## config.mk

```make
export PLATFORM = sky130hd
export DESIGN_NAME = vbnc_outq
export DESIGN_NICKNAME = d
export VERILOG_FILES = /design/src/hdl/vbnc_pkg.sv /design/src/hdl/vbnc_outq.sv
export SDC_FILE = /design/constraint.sdc
export NUM_CORES = 1
export LEC_CHECK = 0
export BUFFER_PORTS_ARGS = -buffer_cell sky130_fd_sc_hd__buf_2
export CORE_AREA = 2 2 39 41
export DETAILED_ROUTE_END_ITERATION = 8
export DIE_AREA = 0 0 41 43
export GPL_TIMING_DRIVEN = 0
export PLACE_DENSITY = 0.6
export SLEW_MARGIN = 0
export SYNTH_ARGS = -nofsm -noshare
export SYNTH_HDL_FRONTEND = slang
export SYNTH_SLANG_ARGS = --single-unit
```

## constraint.sdc

```tcl
create_clock -name i_clk -period 1.05 [get_ports i_clk]
set_input_delay 0.315 -clock i_clk [delete_from_list [all_inputs] [get_ports i_clk]]
set_output_delay 0.315 -clock i_clk [all_outputs]
set_load 0.02 [all_outputs]
```

## src/hdl/vbnc_pkg.sv

```systemverilog
// Shared types, constants and helpers for the voxel boundary neighbor counter.
package vbnc_pkg;

    localparam int MAX_X       = 64;
    localparam int MAX_Y       = 64;
    localparam int MAX_Z       = 1024;
    localparam int ID_BITS     = 32;
    localparam int NEIGH_COUNT = 6;

    // field widths
    localparam int SX_W  = 7;
    localparam int SY_W  = 7;
    localparam int SZ_W  = 11;
    localparam int FID_W = 32;
    localparam int CNT_W = 3;

    // id window: two planes, circular by voxel number
    localparam int PLANE_MAX = MAX_X * MAX_Y;
    localparam int WIN       = 2 * PLANE_MAX;
    localparam int AW        = $clog2(WIN);
    localparam int OFF_W     = AW + 1;

    // window read taps (offsets behind the slot of the next write)
    localparam int NUM_TAPS = 6;
    localparam int TAP_ZM   = 0;  // z - 1
    localparam int TAP_YM   = 1;  // y - 1
    localparam int TAP_XM   = 2;  // x - 1
    localparam int TAP_OWN  = 3;  // the voxel itself
    localparam int TAP_XP   = 4;  // x + 1
    localparam int TAP_YP   = 5;  // y + 1

    // APB register map
    localparam int APB_AW = 4;
    localparam logic [APB_AW-3:0] REG_SIZE_X = 2'd0;
    localparam logic [APB_AW-3:0] REG_SIZE_Y = 2'd1;
    localparam logic [APB_AW-3:0] REG_SIZE_Z = 2'd2;

    typedef logic signed [ID_BITS-1:0] t_id;
    typedef logic [AW-1:0]             t_addr;
    typedef logic [OFF_W-1:0]          t_off;

    typedef struct packed {
        logic [SX_W-1:0] sx;
        logic [SY_W-1:0] sy;
        logic [SZ_W-1:0] sz;
    } t_cfg;

    typedef struct packed {
        logic adv;  // window moves on by one voxel
        logic we;   // a real id is stored
    } t_win_ctl;

    typedef struct packed {
        logic [CNT_W-1:0] count;
        logic             last;
    } t_result;

    function automatic logic [SZ_W-1:0] clamp_size(input logic [SZ_W-1:0] v,
                                                   input logic [SZ_W-1:0] hi);
        logic [SZ_W-1:0] r;
        r = v;
        if (v == '0) begin
            r = SZ_W'(1);
        end else if (v > hi) begin
            r = hi;
        end
        return r;
    endfunction

    function automatic logic id_positive(input t_id v);
        return !v[ID_BITS-1] && (v != '0);
    endfunction

    localparam logic [SX_W-1:0] RST_SX = SX_W'(clamp_size(SZ_W'(64), SZ_W'(MAX_X)));
    localparam logic [SY_W-1:0] RST_SY = SY_W'(clamp_size(SZ_W'(64), SZ_W'(MAX_Y)));
    localparam logic [SZ_W-1:0] RST_SZ = clamp_size(SZ_W'(1024), SZ_W'(MAX_Z));

endpackage

```

## src/hdl/vbnc_outq.sv

```systemverilog
// Result output register with one skid entry.
module vbnc_outq import vbnc_pkg::*; (
    input  logic    i_clk,
    input  logic    i_rst_n,
    input  logic    i_push,
    input  t_result i_data,
    output logic    o_space,
    output logic    o_valid,
    input  logic    i_ready,
    output t_result o_data
);

    logic    r_out_valid;
    logic    n_out_valid;
    logic    r_skid_valid;
    logic    n_skid_valid;
    t_result r_out;
    t_result n_out;
    t_result r_skid;
    t_result n_skid;
    logic    pop;

    assign pop     = r_out_valid && i_ready;
    assign o_space = !r_skid_valid;
    assign o_valid = r_out_valid;
    assign o_data  = r_out;

    always_comb begin
        n_out_valid  = r_out_valid;
        n_skid_valid = r_skid_valid;
        n_out        = r_out;
        n_skid       = r_skid;
        if (pop) begin
            if (r_skid_valid) begin
                n_out        = r_skid;
                n_skid_valid = 1'b0;
            end else if (i_push) begin
                n_out = i_data;
            end else begin
                n_out_valid = 1'b0;
            end
        end else if (i_push) begin
            if (!r_out_valid) begin
                n_out       = i_data;
                n_out_valid = 1'b1;
            end else begin
                n_skid       = i_data;
                n_skid_valid = 1'b1;
            end
        end
    end

    always_ff @(posedge i_clk) begin
        if (!i_rst_n) begin
            r_out_valid  <= 1'b0;
            r_skid_valid <= 1'b0;
        end else begin
            r_out_valid  <= n_out_valid;
            r_skid_valid <= n_skid_valid;
        end
        r_out  <= n_out;
        r_skid <= n_skid;
    end

    a_no_push_when_full: assert property (@(posedge i_clk) disable iff (!i_rst_n)
        i_push |-> !r_skid_valid)
        else $error("result pushed into full output stage");

endmodule

```

==> qor.txt <==
Vias/cell: 4.33
Final Cycle Share: 1.06
Met2 routed WL: 288 um
Failing checks: negative setup slack
Initial antenna violation count: 0
Core Util, Final: 0.423
Min-delay src: i_data[1]
IO buf count: 13
Worst VDD drop: 0.519 mV
Final Hold Vio Count: 0
R2R Setup Slk: -0.02 ns
Die Width: 41 um
Layout Skew: 0.00754 ns
Critical Path RT: 0.73 ns
Worst skew pair latency: 0.25 ns
Num ports: 14
Largest area contributor in the netlist: edfxtp_1
Synth Warn #: 0
Longest Clk Path Bufs: 2
Status: complete, but fails checks
DR pass1 iterations: 2
Synth Instances: 26
# DRC: 0
Uppermost layer routed: met4
Fin crit period: 1.11 ns
Final setup margin: -0.0600 ns
Worst Setup End Kind: output pin
Rel. slew slack: 0.841
Initial Util: 0.283
Layout cells sized above 1: 0.636
Die extent in y: 43 um
Worst EP arrival: 0.80 ns
Root buf cell: clkbuf_4
Routed wire length: 627 um
Area delta synth->final: 49.5%
Layout Nets: 53
Grt ovf: 0
Pre-CTS setup slack: -0.105 ns
FFs w/ async S/R, synth: 0
Min-Delay Path Class: in -> reg
RD Place Congestion: 0.658
CP max FO: 4
First-pass GRT wire length: 1.10 mm
Die Footprint: 1760 sq um
Largest net degree at the start of global routing: 8
Startpoint Class: flop
Vias: 260
Synth top area cells: edfxtp_1 (61%), mux2_1 (12%), dfxtp_1 (10%), a21oi_1 (3.8%), nand3_2 (2.6%)
DRT met1 WL: 283 um
TritonCTS buffer count: 3
Synth cell types: 11
Avg Cell Area, Syn: 15.1 sq um
Post-synth EDFFs: 8
Clock sink total: 10
Worst hold path endpoint: r_skid[1]$_DFFE_PP_
Antenna cells: 0
WS Path Type: reg -> out
DR iter-0 viols: 3
Core Area: 1380 sq um
Synth Flop Type: edfxtp_1
Synthesized Nets: 34
Post-Syn Area: 392 sq um
Wire per inst: 10.5 um
Row cnt: 14
H-tree levels: 1
Share of the yosys chip area belonging to registers: 0.716
Count leader, synth: edfxtp_1
Clock-pin slew on the worst setup and hold paths: 0.07 ns
Met3 routed WL: 51 um
Final ANT Viol Nets: 0
Power Dens Cells: 1530 nW/um^2
Max-cap violations: 0
Post-synth top cells: edfxtp_1 (8), mux2_1 (4), a21oi_1 (3)
Number of synthesized register bits: 10
P_leak: 0.000247 uW
Fmax achieved: 901 MHz
Post-synth top area share: 0.613
CTS tree: built
Worst reg2reg path endpoint: o_data[0]$_DFFE_PP_
Reg2reg path depth: 2
Crit path launch: r_skid_valid$_SDFFE_PP0P_
RSZ-0062 raised after global routing: true
GR Util All Layers: 0.0964
Final Slew Violations: 0
Hold depth: 1
Vias in the first global route: 245
Least-Margin Pin Slew: 0.238 ns
Final setup viols: 10
Worst r2r src: o_valid$_SDFFE_PN0P_
[layout make-up]
type                    count  area [sq um]
flip-flops and latches     10           288
multi-input cells          14           130
well taps                  16          20.0
repair buffers             14           104
inverters                   2          7.51
fillers                   135           798
clock buffers               4          36.3
[state kept, by name, indices dropped and copies added, names as in the netlist]
signal	count
r_skid	4
o_data	4
o_valid	1
r_skid_valid	1
[per-layer routing]
| layer | up-vias | GRT usage |
|---|---|---|
| met5 | - | 0 |
| met4 | 0 | 0.0800 |
| met3 | 2 | 0.0314 |
| met2 | 11 | 0.106 |
| met1 | 116 | 0.143 |
| li1 | 131 | - |
[power by group]
| part | switching, uW | internal (uW) | leakage [uW] |
|---|---|---|---|
| sequential | 14.3 | 448 | 0.0000930 |
| clock | 118 | 210 | 0.0000210 |
| combinational | 49.8 | 56.2 | 0.000133 |
| total | 182 | 714 | 0.000247 |
[metrics by stage]
step | cells | hold WS [ns] | power [uW] | area, sq um | TNS, ns
after floorplan | 26 | 0.414 | 513 | 407 | -0.0592
after global placement | 55 | 0.509 | 548 | 492 | -0.559
after detailed placement | 55 | 0.510 | 550 | 492 | -0.674
after CTS | 60 | 0.241 | 899 | 567 | -0.342
after global routing | 60 | 0.222 | 953 | 586 | -0.774
final | 60 | 0.247 | 895 | 586 | -0.308
[worst max-delay path, cell delays in order (launching register included)]
cell,delay [ns]
dfxtp_4,0.38
inv_2,0.04
buf_6,0.12
[cells in the final DEF (no fill, tap or decap), drive strengths merged]
cell | synthesis | routed
buf | 0 | 14
edfxtp | 8 | 8
mux2 | 4 | 4
clkbuf | 0 | 4
a21oi | 3 | 3
nand2 | 2 | 2
dfxtp | 2 | 2
inv | 2 | 2
nand3 | 1 | 1
and3 | 1 | 1
a21boi | 1 | 1
o21a | 1 | 1
nor2 | 1 | 1
[how the worst max path moves through the flow]
stage	end	cells past startpoint
after floorplan	o_data[0]$_DFFE_PP_	2
after global placement	o_data[2]$_DFFE_PP_	3
after detailed placement	o_data[1]$_DFFE_PP_	3
after CTS	o_space	2
after global routing	o_space	2
final	o_space	2
[kinds of logic (layout without fill, tap and decap cells)]
kind of cell / count (synthesis) / after routing / share of synthesized area
simple gates: 5 / 5 / 0.0735
buf+inv: 2 / 20 / 0.0192
compound gates: 5 / 5 / 0.0767
mux: 4 / 4 / 0.115
flops: 10 / 10 / 0.716
[timing repair]
action                                  in CTS  in global routing
setup buffers                                1                  0
endpoints found under the setup margin      14                 14
resized for setup                           11                  6
hold buffers                                 0                  0
hold endpoints to repair                     0                  0
pin swaps                                    1                  1
No activity file was read; power rests on OpenSTA's default activity.
