### src/hdl/vbnc_pkg.sv
// Shared types, constants and helpers for the voxel boundary neighbor counter.
package vbnc_pkg;

    localparam int MAX_X       = 64;
    localparam int MAX_Y       = 64;
    localparam int MAX_Z       = 1024;
    localparam int ID_BITS     = 32;
    localparam int NEIGH_COUNT = 6;

    // field widths
    localparam int SX_W  = 7;
    localparam int SY_W  = 7;
    localparam int SZ_W  = 11;
    localparam int FID_W = 32;
    localparam int CNT_W = 3;

    // id window: two planes, circular by voxel number
    localparam int PLANE_MAX = MAX_X * MAX_Y;
    localparam int WIN       = 2 * PLANE_MAX;
    localparam int AW        = $clog2(WIN);
    localparam int OFF_W     = AW + 1;

    // window read taps (offsets behind the slot of the next write)
    localparam int NUM_TAPS = 6;
    localparam int TAP_ZM   = 0;  // z - 1
    localparam int TAP_YM   = 1;  // y - 1
    localparam int TAP_XM   = 2;  // x - 1
    localparam int TAP_OWN  = 3;  // the voxel itself
    localparam int TAP_XP   = 4;  // x + 1
    localparam int TAP_YP   = 5;  // y + 1

    // APB register map
    localparam int APB_AW = 4;
    localparam logic [APB_AW-3:0] REG_SIZE_X = 2'd0;
    localparam logic [APB_AW-3:0] REG_SIZE_Y = 2'd1;
    localparam logic [APB_AW-3:0] REG_SIZE_Z = 2'd2;

    typedef logic signed [ID_BITS-1:0] t_id;
    typedef logic [AW-1:0]             t_addr;
    typedef logic [OFF_W-1:0]          t_off;

    typedef struct packed {
        logic [SX_W-1:0] sx;
        logic [SY_W-1:0] sy;
        logic [SZ_W-1:0] sz;
    } t_cfg;

    typedef struct packed {
        logic adv;  // window moves on by one voxel
        logic we;   // a real id is stored
    } t_win_ctl;

    typedef struct packed {
        logic [CNT_W-1:0] count;
        logic             last;
    } t_result;

    function automatic logic [SZ_W-1:0] clamp_size(input logic [SZ_W-1:0] v,
                                                   input logic [SZ_W-1:0] hi);
        logic [SZ_W-1:0] r;
        r = v;
        if (v == '0) begin
            r = SZ_W'(1);
        end else if (v > hi) begin
            r = hi;
        end
        return r;
    endfunction

    function automatic logic id_positive(input t_id v);
        return !v[ID_BITS-1] && (v != '0);
    endfunction

    localparam logic [SX_W-1:0] RST_SX = SX_W'(clamp_size(SZ_W'(64), SZ_W'(MAX_X)));
    localparam logic [SY_W-1:0] RST_SY = SY_W'(clamp_size(SZ_W'(64), SZ_W'(MAX_Y)));
    localparam logic [SZ_W-1:0] RST_SZ = clamp_size(SZ_W'(1024), SZ_W'(MAX_Z));

endpackage

### src/hdl/vbnc_regs.sv
// APB size registers with saturation and volume restart strobe.
module vbnc_regs import vbnc_pkg::*; (
    input  logic              i_clk,
    input  logic              i_rst_n,
    input  logic              psel,
    input  logic              penable,
    input  logic              pwrite,
    input  logic [APB_AW-1:0] paddr,
    input  logic [31:0]       pwdata,
    output logic [31:0]       prdata,
    output logic              pready,
    output t_cfg              o_cfg,
    output logic              o_restart
);

    logic              wr;
    logic [APB_AW-3:0] idx;
    t_cfg              r_cfg;
    t_cfg              n_cfg;

    assign pready = 1'b1;
    assign wr     = psel && penable && pwrite;
    assign idx    = paddr[APB_AW-1:2];

    always_comb begin
        n_cfg     = r_cfg;
        o_restart = 1'b0;
        if (wr) begin
            case (idx)
                REG_SIZE_X: begin
                    n_cfg.sx  = SX_W'(clamp_size(SZ_W'(pwdata[SX_W-1:0]), SZ_W'(MAX_X)));
                    o_restart = 1'b1;
                end
                REG_SIZE_Y: begin
                    n_cfg.sy  = SY_W'(clamp_size(SZ_W'(pwdata[SY_W-1:0]), SZ_W'(MAX_Y)));
                    o_restart = 1'b1;
                end
                REG_SIZE_Z: begin
                    n_cfg.sz  = clamp_size(pwdata[SZ_W-1:0], SZ_W'(MAX_Z));
                    o_restart = 1'b1;
                end
                default: ;
            endcase
        end
    end

    always_ff @(posedge i_clk) begin
        if (!i_rst_n) begin
            r_cfg.sx <= RST_SX;
            r_cfg.sy <= RST_SY;
            r_cfg.sz <= RST_SZ;
        end else begin
            r_cfg <= n_cfg;
        end
    end

    always_comb begin
        case (idx)
            REG_SIZE_X: prdata = 32'(r_cfg.sx);
            REG_SIZE_Y: prdata = 32'(r_cfg.sy);
            REG_SIZE_Z: prdata = 32'(r_cfg.sz);
            default:    prdata = '0;
        endcase
    end

    assign o_cfg = r_cfg;

endmodule

### config.mk
export PLATFORM = sky130hd
export DESIGN_NAME = vbnc_regs
export DESIGN_NICKNAME = d
export VERILOG_FILES = /design/src/hdl/vbnc_pkg.sv /design/src/hdl/vbnc_regs.sv
export SDC_FILE = /design/constraint.sdc
export NUM_CORES = 1
export LEC_CHECK = 0
export BUFFER_PORTS_ARGS = -buffer_cell sky130_fd_sc_hd__clkbuf_2
export CAP_MARGIN = 20
export CORE_MARGIN = 3
export CORE_UTILIZATION = 39
export CTS_BUF_LIST = sky130_fd_sc_hd__clkbuf_4
export DETAILED_ROUTE_END_ITERATION = 16
export PLACE_DENSITY = 0.81
export SLEW_MARGIN = 20
export SYNTH_ARGS = -nofsm -noshare
export SYNTH_HDL_FRONTEND = slang
export SYNTH_SLANG_ARGS = --single-unit
### constraint.sdc
create_clock -name i_clk -period 1.11 [get_ports i_clk]
set_clock_uncertainty 0.05 [all_clocks]
set_input_delay 0.222 -clock i_clk [delete_from_list [all_inputs] [get_ports i_clk]]
set_output_delay 0.222 -clock i_clk [all_outputs]
set_load 0.02 [all_outputs]
==> summary.txt <==
Setup path
  – CP peak stage delay: ~0.37 ns
  – WP data required: approximately 0.84 ns
  – Worst path slowest cell: dfxtp_2
  – Crit path DAT: approximately 1.1 ns
  – Worst path cell trace: mux2i_1 -> o21ai_2 -> clkbuf_8
  – Worst Setup Path Type: register to primary output
  – Startpoint Class: register
  – Worst-path maximum fanout: 2
  – Crit end category: primary output
  – Delay-heaviest family, CP: flip-flops
  – R2r setup slk: 0.13 ns
  – Crit path buffers/inverters: 1

Placed design
  – GPL Wtd Cong: approximately 0.84
  – DP Wirelength: between 3000 and 4000 um
  – Port buffer count: 54
  – Placed inst area: 0.001864 sq mm

Synth
  – Yosys warnings: 0
  – Share of the synthesized area in the top cell type: between 30% and 40%
  – Cell with the most instances after synthesis: o21ai_0
  – Yosys top cell by area: dfxtp_1
  – Top_reg_cell synth: dfxtp_1
  – Ranking of synthesized cells by area: dfxtp_1 (34%), buf_4 (12%), o21ai_0 (9.9%)
  – Netlist cell types: 27
  – Cells after synthesis: between 150 and 200
  – Synthesized area: between 0.001 and 0.0015 sq mm
  – Post-synth EDFFs: 0
  – Synth top cells by count: o21ai_0 (29), dfxtp_1 (25), buf_4 (23)
  – Register bit total from synthesis: 25
  – Average cell area after synthesis: 7.913 sq um
  – Register area share after synthesis: 34.19%
  – Synth async-reset ratio: 0%

Job
  – Max-cap violation count: 0

Power
  – Peak supply drop: a little under 0.4 mV
  – Pwr/cell area: 723.5 mW/mm^2
  – LEAKAGE: 1.053 nW

Clocking
  – Hold buffer count at CTS: 0
  – Worst-path clk slew: roughly 0.15 ns
  – Clk sinks: 25
  – Clk buf depth: 2
  – CTS root buf: clkbuf_4
  – Total CTS buffers: 3
  – CTS tree: built
  – Clk_lat worst skew: between 0.3 and 0.4 ns
  – H-Tree Depth: 1

Final layout
  – Layout Utilization: between 70% and 80%
  – Share of cells above drive strength 1: roughly 55%
  – Max reg flops: 25
  – Antenna cells: 0
  – Final instance area: approximately 0.0025 sq mm
  – Final net count: 311
  – Area grow syn2layout: 70.26%

STA
  – Final setup margin: -0.2599 ns
  – Max Slew Vio Count: 0
  – Final Hold Fails: 0
  – Hold_ws: 0.1155 ns
  – Finish-stage setup viols: 26
  – RSZ-0062 raised after global routing: yes
  – Final Critical Period: approximately 1.4 ns
  – Fmax: approximately 730 MHz
  – Period Utilization, post-route: 123.4%

Status
  – Failing checks: setup timing
  – Status: finished with violations

Detailed routing
  – Final ANT Viol Nets: 0
  – Drt drc: 0
  – Wire per inst: approximately 16 um
  – Vias/cell: slightly above 5
  – Routed wire length: roughly 5100 um
  – DRT iter0 DRCs: between 100 and 150
  – Via count: approximately 1.6k
  – First-pass detailed-route iteration total: 6

GRT
  – Initial antenna violation count: 0
  – First-pass GRT wire length: ~7500 um
  – Largest net degree at the start of global routing: 19
  – All-Layer GR Usage: a little over a fifth
  – Vias in the first global route: 1667
  – Overflow after GRT: 0

Floorplanning
  – FP Rows: 21
  – Initial Util: 42.21%
  – Full die area: 0.004525 sq mm
  – Die width: 67.27 um
  – # IOs: 100
  – Core Region: around 0.0035 sq mm
  – DIE HEIGHT: 67.27 um

Hold path
  – Hold Path Class: input port to register
## where the power goes
part / internal (W) / switching [W] / leakage, nW / total, W
sequential: 0.000905 / 0.00000890 / 0.212 / 0.000914
combinational: 0.000181 / 0.000265 / 0.822 / 0.000446
clock: 0.000165 / 0.000278 / 0.0184 / 0.000443
total: 0.00125 / 0.000552 / 1.05 / 0.00180
## stage by stage
step,total power [W],worst slack (ns),setup TNS [ns],instances
final,0.001803,-0.2599,-3.215,315
after CTS,0.001766,-0.2379,-2.909,311
after global placement,0.001294,-0.2099,-5.176,293
after floorplan,0.001215,-0.03741,-0.1727,205
after global routing,0.001884,-0.3029,-4.228,315
after detailed placement,0.001299,-0.2512,-5.840,293
## routing by layer
layer  vias to the layer above  global-route usage, %  wire (um)
met4                         0                  5.063         42
met5                         -                      0          0
met2                        74                  40.12       2693
li1                        778                      -          -
met3                         6                  3.661        400
met1                       769                  25.00       1939
## timing repair
action                                  CTS  global route
endpoints found under the setup margin   37            37
setup buffers                            14             8
hold endpoints to repair                  0             0
resized for setup                       105            56
## cell families (layout without fill, tap and decap cells)
group	Yosys count	in the layout	synth area share, %
compound gates	56	56	20.86
buf+inv	37	101	15.98
flops	25	25	34.19
mux	7	7	4.787
other cells	2	22	0.5130
simple gates	58	58	23.68
## worst min-delay path, cell delays in order
cell      delay, ns
clkbuf_2       0.10
nand4b_1       0.09
a21oi_1        0.06
## final timing paths
path                                start        end  depth (start not counted)
worst max-delay path             o_cfg[0]  prdata[0]                          3
worst min-delay path            pwdata[9]   o_cfg[9]                          3
worst max register to register   o_cfg[0]   o_cfg[0]                          4
worst min register to register  o_cfg[13]  o_cfg[13]                          2
## layout make-up
cell class	instances	area [sq um]
Timing Repair Buffer	96	992.2
Fill cell	284	975.9
Multi-Input combinational cell	143	874.6
Sequential cell	25	534.3
Tap cell	46	57.56
Clock buffer	4	30.03
Inverter	1	3.754
## cell usage in the layout (no fill, tap or decap), types with 2 or more instances in the layout
| cell type | netlist | routed |
|---|---|---|
| a21oi_1 | 20 | 19 |
| a311oi_1 | 2 | 2 |
| and2_4 | 0 | 4 |
| buf_4 | 23 | 28 |
| buf_6 | 0 | 23 |
| buf_8 | 0 | 21 |
| clkbuf_2 | 0 | 16 |
| clkbuf_4 | 0 | 4 |
| clkbuf_8 | 0 | 6 |
| conb_1 | 2 | 22 |
| dfxtp_2 | 0 | 24 |
| mux2i_1 | 7 | 3 |
| mux2i_2 | 0 | 4 |
| nand2_1 | 8 | 8 |
| nand2b_1 | 2 | 2 |
| nand3_1 | 18 | 17 |
| nand3b_1 | 3 | 3 |
| nand4b_1 | 6 | 6 |
| nor2b_1 | 7 | 7 |
| nor3_1 | 2 | 2 |
| o211ai_1 | 4 | 4 |
| o21ai_0 | 29 | 22 |
| o21ai_2 | 0 | 7 |
No activity file was read; power rests on OpenSTA's default activity.
